### src/itoa_pkg.sv
// itoa_pkg: shared types and character codes for the integer to decimal text converter
// no dependencies
package itoa_pkg;

    typedef logic [7:0] char_t;

    localparam int    COUNT_W    = 4;
    localparam char_t CHAR_ZERO  = 8'd48;
    localparam char_t CHAR_MINUS = 8'd45;

    typedef logic [COUNT_W-1:0] count_t;

endpackage

### src/signed_int_to_decimal_ascii_top.sv
// signed_int_to_decimal_ascii_top: signed integer to decimal ascii text, one character per strobe
// depends on itoa_pkg
//
// Pulse start while busy is low to hand in one item (value, two's complement). The text
// comes out one character per strobe, most significant first, with '-' ahead of a negative
// value and no leading zeros; last flags the final character and char_count then holds the
// total. The receiver cannot stall: every strobe lasts one cycle and must be taken. An item
// is handled in steps, the '-' overlapping the conversion: first it is loaded, then the
// magnitude goes through a shift-add-3 binary to BCD register one bit per cycle, then leading
// zero digits are dropped and the rest emitted, one digit per cycle each. busy falls while the
// last character is out, so the next start is taken at the edge that ends it.
module signed_int_to_decimal_ascii_top
    import itoa_pkg::*;
#(
    parameter int VALUE_WIDTH = 32
)
(
    input  logic                   clk,
    input  logic                   rst_n,
    input  logic                   start,
    output logic                   busy,
    input  logic [VALUE_WIDTH-1:0] value,
    output logic                   strobe,
    output logic [7:0]             ascii_char,
    output logic [COUNT_W-1:0]     char_count,
    output logic                   last
);

    // decimal digits needed for the largest magnitude, 2^(VALUE_WIDTH-1)
    localparam int NDIG = (VALUE_WIDTH * 30103) / 100000 + 1;
    localparam int BW   = $clog2(VALUE_WIDTH);
    localparam int DW   = $clog2(NDIG + 1);

    localparam logic [1:0] ST_IDLE = 2'd0;
    localparam logic [1:0] ST_CONV = 2'd1;
    localparam logic [1:0] ST_SKIP = 2'd2;
    localparam logic [1:0] ST_EMIT = 2'd3;

    logic [1:0]             state_reg, state_next;
    logic [VALUE_WIDTH-1:0] mag_reg, mag_next;
    logic [NDIG*4-1:0]      bcd_reg, bcd_next;
    logic [NDIG*4-1:0]      bcd_adj;
    logic [BW-1:0]          bit_cnt_reg, bit_cnt_next;
    logic [DW-1:0]          dig_cnt_reg, dig_cnt_next;
    count_t                 count_reg, count_next;
    logic                   strobe_reg, strobe_next;
    char_t                  char_reg, char_next;
    count_t                 cnt_out_reg, cnt_out_next;
    logic                   last_reg, last_next;
    logic [3:0]             top_digit;
    logic                   neg;

    assign neg       = value[VALUE_WIDTH-1];
    assign top_digit = bcd_reg[NDIG*4-1 -: 4];

    // add 3 to every digit of 5 or more before the shift
    always_comb
    begin
        for (int i = 0; i < NDIG; i++)
        begin
            if (bcd_reg[i*4 +: 4] >= 4'd5)
            begin
                bcd_adj[i*4 +: 4] = bcd_reg[i*4 +: 4] + 4'd3;
            end
            else
            begin
                bcd_adj[i*4 +: 4] = bcd_reg[i*4 +: 4];
            end
        end
    end

    always_comb
    begin
        state_next   = state_reg;
        mag_next     = mag_reg;
        bcd_next     = bcd_reg;
        bit_cnt_next = bit_cnt_reg;
        dig_cnt_next = dig_cnt_reg;
        count_next   = count_reg;
        strobe_next  = 1'b0;
        char_next    = char_reg;
        cnt_out_next = cnt_out_reg;
        last_next    = 1'b0;
        unique case (state_reg)
            ST_IDLE:
            begin
                if (start)
                begin
                    mag_next     = neg ? (~value + VALUE_WIDTH'(1)) : value;
                    bcd_next     = '0;
                    bit_cnt_next = '0;
                    state_next   = ST_CONV;
                    // the sign goes out right away, ahead of the digits
                    strobe_next  = neg;
                    char_next    = CHAR_MINUS;
                    cnt_out_next = count_t'(1);
                    count_next   = neg ? count_t'(1) : count_t'(0);
                end
            end
            ST_CONV:
            begin
                bcd_next     = {bcd_adj[NDIG*4-2:0], mag_reg[VALUE_WIDTH-1]};
                mag_next     = {mag_reg[VALUE_WIDTH-2:0], 1'b0};
                bit_cnt_next = bit_cnt_reg + BW'(1);
                if (bit_cnt_reg == BW'(VALUE_WIDTH - 1))
                begin
                    dig_cnt_next = DW'(NDIG);
                    state_next   = ST_SKIP;
                end
            end
            ST_SKIP:
            begin
                // drop leading zeros, keep at least one digit
                if (top_digit == 4'd0 && dig_cnt_reg != DW'(1))
                begin
                    bcd_next     = {bcd_reg[NDIG*4-5:0], 4'd0};
                    dig_cnt_next = dig_cnt_reg - DW'(1);
                end
                else
                begin
                    state_next = ST_EMIT;
                end
            end
            ST_EMIT:
            begin
                strobe_next  = 1'b1;
                char_next    = CHAR_ZERO + {4'd0, top_digit};
                cnt_out_next = count_reg + count_t'(1);
                count_next   = count_reg + count_t'(1);
                last_next    = (dig_cnt_reg == DW'(1));
                bcd_next     = {bcd_reg[NDIG*4-5:0], 4'd0};
                dig_cnt_next = dig_cnt_reg - DW'(1);
                if (dig_cnt_reg == DW'(1))
                begin
                    state_next = ST_IDLE;
                end
            end
            default:
            begin
                state_next = ST_IDLE;
            end
        endcase
    end

    always_ff @(posedge clk or negedge rst_n)
    begin
        if (!rst_n)
        begin
            state_reg  <= ST_IDLE;
            strobe_reg <= 1'b0;
            last_reg   <= 1'b0;
        end
        else
        begin
            state_reg  <= state_next;
            strobe_reg <= strobe_next;
            last_reg   <= last_next;
        end
    end

    always_ff @(posedge clk)
    begin
        mag_reg     <= mag_next;
        bcd_reg     <= bcd_next;
        bit_cnt_reg <= bit_cnt_next;
        dig_cnt_reg <= dig_cnt_next;
        count_reg   <= count_next;
        char_reg    <= char_next;
        cnt_out_reg <= cnt_out_next;
    end

    assign busy       = (state_reg != ST_IDLE);
    assign strobe     = strobe_reg;
    assign ascii_char = char_reg;
    assign char_count = cnt_out_reg;
    assign last       = last_reg;

    a_last_has_strobe: assert property (@(posedge clk) disable iff (!rst_n)
        last |-> strobe)
        else $error("last without strobe");

    a_last_frees_block: assert property (@(posedge clk) disable iff (!rst_n)
        strobe && last |-> !busy)
        else $error("block still busy after final character");

    a_char_legal: assert property (@(posedge clk) disable iff (!rst_n)
        strobe |-> (ascii_char == CHAR_MINUS)
                || (ascii_char >= CHAR_ZERO && ascii_char <= CHAR_ZERO + 8'd9))
        else $error("character outside sign and digits");

    a_minus_first: assert property (@(posedge clk) disable iff (!rst_n)
        strobe && ascii_char == CHAR_MINUS |-> char_count == count_t'(1) && !last)
        else $error("sign not leading the text");

    a_start_takes: assert property (@(posedge clk) disable iff (!rst_n)
        start && !busy |=> busy)
        else $error("item not taken");

endmodule
### config.mk
export PLATFORM = sky130hd
export DESIGN_NAME = signed_int_to_decimal_ascii_top
export DESIGN_NICKNAME = d
export VERILOG_FILES = /design/src/itoa_pkg.sv /design/src/signed_int_to_decimal_ascii_top.sv
export SDC_FILE = /design/constraint.sdc
export NUM_CORES = 1
export LEC_CHECK = 0
export ABC_CLOCK_PERIOD_IN_PS = 4200
export BUFFER_PORTS_ARGS = -buffer_cell sky130_fd_sc_hd__buf_2
export CORE_ASPECT_RATIO = 0.6
export CORE_MARGIN = 3
export CORE_UTILIZATION = 50
export CTS_BUF_LIST = sky130_fd_sc_hd__clkbuf_2
export CTS_CLUSTER_SIZE = 10
export DETAILED_ROUTE_END_ITERATION = 10
export PLACE_DENSITY = 0.69
export SLEW_MARGIN = 20
export SYNTH_ARGS = -nofsm -noshare
export SYNTH_HDL_FRONTEND = slang
export SYNTH_SLANG_ARGS = --single-unit
### constraint.sdc
create_clock -name clk -period 4.2 [get_ports clk]
set_input_delay 0.21 -clock clk [delete_from_list [all_inputs] [get_ports clk]]
set_output_delay 0.21 -clock clk [all_outputs]
set_load 0.02 [all_outputs]
Word level (Yosys, flattened, before mapping)
Cells that the tools add are included.
{"block": "totals", "reg_bits": 101, "out_inout_bits": 15, "inputBits": 35, "wordCells": 95}
{"block": "classes", "bitwise": 1, "n_reduce_logical": 12, "order_cmp": 10, "n_mux": 36, "add_sub_neg": 15, "eq_ne": 11}
{"operator": "$pmux 40 s4", "count": 1}
{"operator": "$mux 40", "count": 2}
{"operator": "$mux 32", "count": 2}
{"operator": "$pmux 32 s2", "count": 1}
{"operator": "$mux 4", "count": 13}
{"operator": "$ge 4x3->1 const B", "count": 10}
{"operator": "$add 4x2->4 const B", "count": 9}
{"operator": "$add 32x1->32 const B", "count": 1}
{"operator": "$not 32->32", "count": 1}
{"operator": "$pmux 4 s2", "count": 2}
{"operator": "$pmux 8 s2", "count": 1}
{"operator": "$pmux 4 s3", "count": 1}
{"operator": "$ne 2x2->1 const B", "count": 5}
{"operator": "$pmux 5 s2", "count": 1}
{"operator": "$mux 2", "count": 4}
{"operator": "$mux 8", "count": 1}
{"operator": "$pmux 2 s4", "count": 1}
{"operator": "$add 6x4->7 const A", "count": 1}
{"operator": "$reduce_and 2->1", "count": 3}
{"operator": "$reduce_bool 2->1", "count": 3}
{"operator": "$add 5x1->5 const B", "count": 1}
{"operator": "$eq 5x5->1 const B", "count": 1}
{"operator": "$mux 5", "count": 1}
{"operator": "$add 4x1->4 const B", "count": 1}
{"operator": "15 further kinds", "count": 18}

Logic depth before layout (Yosys ltp)
{"block": "logic_depth", "word_depth": 5, "depth_mapped": 7}

Worst setup path before layout
Ideal clock, no wire load.
{"block": "synth_timing", "kind": "reg-to-reg", "startpoint": "register dig_cnt_reg[0]", "endpoint": "register bcd_reg[0], enable pin", "t_arrival_ns": 2.913, "path_slack_ns": 0.837, "period_less_slack_ns": 3.363, "required_time_ns": 3.749, "setup_ns": 0.451, "path_stages_with_launch": 5, "path_cell_list": "edfxtp_1 -> ha_1 -> or3b_2 -> nand3_1 -> a21oi_1"}
{"block": "synth_via", "elab_chain_cells": 4}
{"item": "start, declared", "line": "signed_int_to_decimal_ascii_top.sv:44", "rtl": "logic [DW-1:0] dig_cnt_reg, dig_cnt_next;"}
{"item": "start signal, assigned", "line": "signed_int_to_decimal_ascii_top.sv:166", "rtl": "dig_cnt_reg <= dig_cnt_next;"}
{"item": "$ne 4x1->1", "line": "signed_int_to_decimal_ascii_top.sv:114", "rtl": "if (top_digit == 4'd0 && dig_cnt_reg != DW'(1))"}
{"item": "$logic_and 1x1->1", "line": "signed_int_to_decimal_ascii_top.sv:114"}
{"item": "$ne 2x2->1 (no source line)"}
{"item": "$reduce_and 2->1 (no source line)"}
{"item": "end signal, assigned", "line": "signed_int_to_decimal_ascii_top.sv:164", "rtl": "bcd_reg <= bcd_next;"}
{"item": "end, declared", "line": "signed_int_to_decimal_ascii_top.sv:41", "rtl": "logic [NDIG*4-1:0] bcd_reg, bcd_next;"}
Every way passes these cells.
A chain may end at the register's enable or synchronous reset.

Final worst setup path
{"block": "layout_timing", "startpoint": "register state_reg[1]", "endpoint": "register mag_reg[31], enable pin"}
{"block": "layout_via", "elab_chain_cells": 3}
{"item": "start, declared", "line": "signed_int_to_decimal_ascii_top.sv:39", "rtl": "logic [1:0] state_reg, state_next;"}
{"item": "start signal, assigned", "line": "signed_int_to_decimal_ascii_top.sv:155", "rtl": "state_reg <= state_next;"}
{"item": "$eq 2x1->1 or $logic_not 2->1 (tied branches)", "line": "signed_int_to_decimal_ascii_top.sv:84", "rtl": "unique case (state_reg)"}
{"item": "$reduce_bool 2->1 (no source line) or $ne 2x2->1 (tied branches)"}
{"item": "$reduce_and 2->1 (no source line) *"}
{"item": "end signal, assigned", "line": "signed_int_to_decimal_ascii_top.sv:163", "rtl": "mag_reg <= mag_next;"}
{"item": "end, declared", "line": "signed_int_to_decimal_ascii_top.sv:40", "rtl": "logic [VALUE_WIDTH-1:0] mag_reg, mag_next;"}
Mark *: on every way between the ends. The rest lies on a longest branch, timed or not.

==> impl_metrics.py <==
metrics = {
    "setup_path": {
        "critical_path_required_ns": 4.53,
        "worstPathArrival_ns": 2.83,
        "crit_family": "buffers and inverters",
        "slowest_delay_ns": 0.48,
        "crit-reg2reg-launch": "state_reg[1]",
        "crit_slowest_cell": "dfrtp_1",
        "reg2regPathDepth": 7,
        "start_kind": "register",
        "crit_path_max_fanout": 33,
        "critPathCaptureType": "register",
        "regToRegSetupSlack_ns": 1.70,
        "r2r-end": "mag_reg[31]",
        "worstPathBufferInverterCount": 4,
        "path_cells": "inv_1, ha_1, inv_1, nand2_1, buf_4, nand2_1, buf_4",
        "critPathKind": "reg -> reg",
    },
    "route": {
        "num_vias": 4677,
        "post_drt_wl_per_cell_um": 16.4,
        "wirelength_met1_mm": 6.60,
        "wl_met2_mm": 5.43,
        "drt-total-wl_mm": 13.0,
        "wl_met3_um": 852,
        "routed.top_layer": "met4",
        "drtIter0Drc": 497,
        "drt-vias-per-instance": 5.91,
        "drc": 0,
        "drtAntennaViolNets": 0,
        "dr.pass1.iters": 5,
    },
    "clock_network": {
        "worstSkewPairLatency_ns": 0.61,
        "clock_path_buffers": 2,
        "cts_tree": "done",
        "cts_made_buffers": 9,
        "cts_sinks": 95,
        "root_buffer": "clkbuf_2",
        "cts_resized": 0,
        "htree_num_levels": 3,
        "clkSlewWorstSetupHoldPaths_ns": 0.32,
    },
    "final_layout": {
        "num-nets-final": 692,
        "area_delta_synth_final_pct": 8.37,
        "largest_register_ffs": 40,
        "diodes": 0,
        "layout_commonest_cell": "edfxtp_1",
        "layout_common_cells": "edfxtp_1 (91), nand2_1 (53), o21ai_0 (50), buf_2 (46), nor2_1 (39)",
        "stdcell_count": 791,
        "nFillCells": 1013,
        "layout-drive-gt1-share_pct": 14.6,
    },
    "sta": {
        "tightest_slew_ns": 0.804,
        "fin_setup_tns_ns": 0,
        "timing.final.ws_setup_ns": 1.70,
        "fin_crit_ns": 2.50,
        "hold_slack_ns": 0.0676,
        "finClkSkew_ns": 0.0717,
        "period_share_pct": 59.5,
        "rsz0062_at_grt": "false",
        "finalSetupViolCount": 0,
        "finalMaxSlewViolations": 0,
        "slew_headroom_pct": 46.2,
        "hold_violations": 0,
        "fmax_mhz": 400,
    },
    "logic_synthesis": {
        "avgSynthCellArea_um2": 10.2,
        "ys_warn_count": 0,
        "yosys.area_share.adder_pct": 6.44,
        "synth_edf_count": 91,
        "synth_compound_area_share_pct": 15.1,
        "postSynth.asyncResetShare_pct": 4.21,
        "synthMuxAreaShare_pct": 2.28,
        "synth_top_family_by_area": "simple AND/OR/NAND/NOR gates",
        "syn-instance-count": 591,
        "yosys.area.top_type": "edfxtp_1",
        "netlist.area_leader.share_pct": 45.3,
        "synth.area.top_cells": "edfxtp_1 (45%), ha_1 (6.4%), o21ai_0 (4.2%)",
        "synth_ff_type": "edfxtp_1",
        "synth-simple-area-share_pct": 19.5,
        "synth.distinct_cells": 63,
        "ys_seq_area_share_pct": 47.0,
        "synth-seq-cells": 95,
        "synth.cell_area_um2": 6030,
        "synth-xor-area-share_pct": 4.94,
    },
    "floorplan": {
        "dieArea_um2": 13400,
        "coreArea_um2": 11500,
        "io_pins": 50,
        "die_h_um": 91.0,
        "die_x_um": 148,
        "initial_core_util_pct": 52.3,
        "rows": 30,
    },
    "place": {
        "dp_slack_ns": 1.76,
        "dpl.hpwl_mm": 9.27,
        "globalplace.congestion": 0.867,
        "placedCellCount": 770,
        "numPortBuffers": 46,
    },
    "run_status": {
        "status": "finished clean",
    },
    "power": {
        "p_total_w": 0.00477,
        "peakVddDrop_mv": 0.287,
        "p_per_area_nw_per_um2": 730,
        "leakage_nw": 2.42,
    },
    "global_routing": {
        "grt_pass1_vias": 4075,
        "grtUsageTotal_pct": 19.4,
        "antenna_found_initial": 0,
        "overflow": 0,
        "grt_start_max_net_pins": 89,
        "grt_pass1_wl_mm": 21.1,
    },
    "worst_hold_path": {
        "hold_start": "value[25]",
        "min_path_cells": 4,
        "holdPathEnd": "mag_reg[25]",
        "min_path_type": "in -> reg",
    },
    "run": {
        "cap_viol_max_count": 0,
    },
}
kinds of logic (layout without fill, tap and decap cells):
| family | Yosys count | in the layout |
|---|---|---|
| AO/OA/AOI/OAI | 138 | 138 |
| XOR/XNOR | 34 | 34 |
| adder cells (fa/ha/maj) | 31 | 31 |
| buffers and inverters | 66 | 105 |
| flip-flops | 95 | 95 |
| multiplexers | 13 | 13 |
| other | 2 | 3 |
| AND/OR/NAND/NOR | 212 | 212 |
layer usage:
metal  vias to the layer above  global-route usage, %
met2                       149                   26.8
met4                         0                   4.42
met3                        12                   4.24
li1                       2250                      -
met1                      2266                   30.8
met5                         -                      0
report_power, final:
part           internal (W)  leakage, nW  switching (W)  total [W]
sequential          0.00179        0.974       0.000310    0.00210
clock              0.000143       0.0706       0.000328   0.000471
combinational      0.000833         1.37        0.00136    0.00220
area by class of cell:
cell class                      count  area [um^2]  share of cell area [%]
Sequential cell                    95         2830                    43.4
Clock inverter                      6         67.6                    1.03
Inverter                           32          120                    1.84
Tap cell                          160          200                    3.07
Clock buffer                       10         50.0                   0.766
Timing Repair Buffer               57          325                    4.98
Multi-Input combinational cell    431         2930                    44.9
through the flow:
stage / cell area [um^2] / util [%]
floorplan: 6030 / -
global placement: 6360 / 55.2
detailed placement: 6360 / 55.2
CTS: 6530 / 56.7
global route: 6530 / 56.7
finish: 6530 / 56.7
Yosys cell counts (3+ instances only):
cell type   n
a2bb2oi_1   4
mux2i_1     7
inv_1      32
a22o_1      6
nand3b_1    3
o211ai_1    4
o21ai_0    50
o311ai_0    6
xor2_1     16
or4_1      11
o31ai_1     8
clkbuf_1   22
and2_1      6
ha_1       31
buf_1       4
nand4b_1    5
mux2_2      6
a41oi_1     3
edfxtp_1   91
nand4_1     4
dfrtp_1     4
nand2_1    53
nor2_1     40
nor3b_1    15
nor3_1     10
or3_1       4
xnor2_1    18
nand3_1    18
buf_4       6
a21oi_1    31
nor2b_1     4
nand2b_1   23
tightest hold or removal path, cell delays in order:
cell and delay (ns):
buf_2 0.13, nor2_1 0.05, o311ai_0 0.09, nand3_1 0.08
timing repair:
| action | CTS | global route |
|---|---|---|
| hold buffers | 5 | 0 |
| buffers inserted | 0 | 0 |
| endpoints found under the hold margin | 7 | 0 |
worst max-delay path by stage:
stage / cells after the start / startpoint / end
2_1_floorplan: 4 / dig_cnt_reg[0] / bcd_reg[0]
3_3_place_gp: 6 / state_reg[1] / bcd_reg[20]
3_5_place_dp: 6 / state_reg[1] / bcd_reg[20]
4_1_cts: 7 / state_reg[1] / mag_reg[1]
5_1_grt: 6 / state_reg[1] / bcd_reg[20]
6_report: 7 / state_reg[1] / mag_reg[31]
No activity file was read; power rests on OpenSTA's default activity.
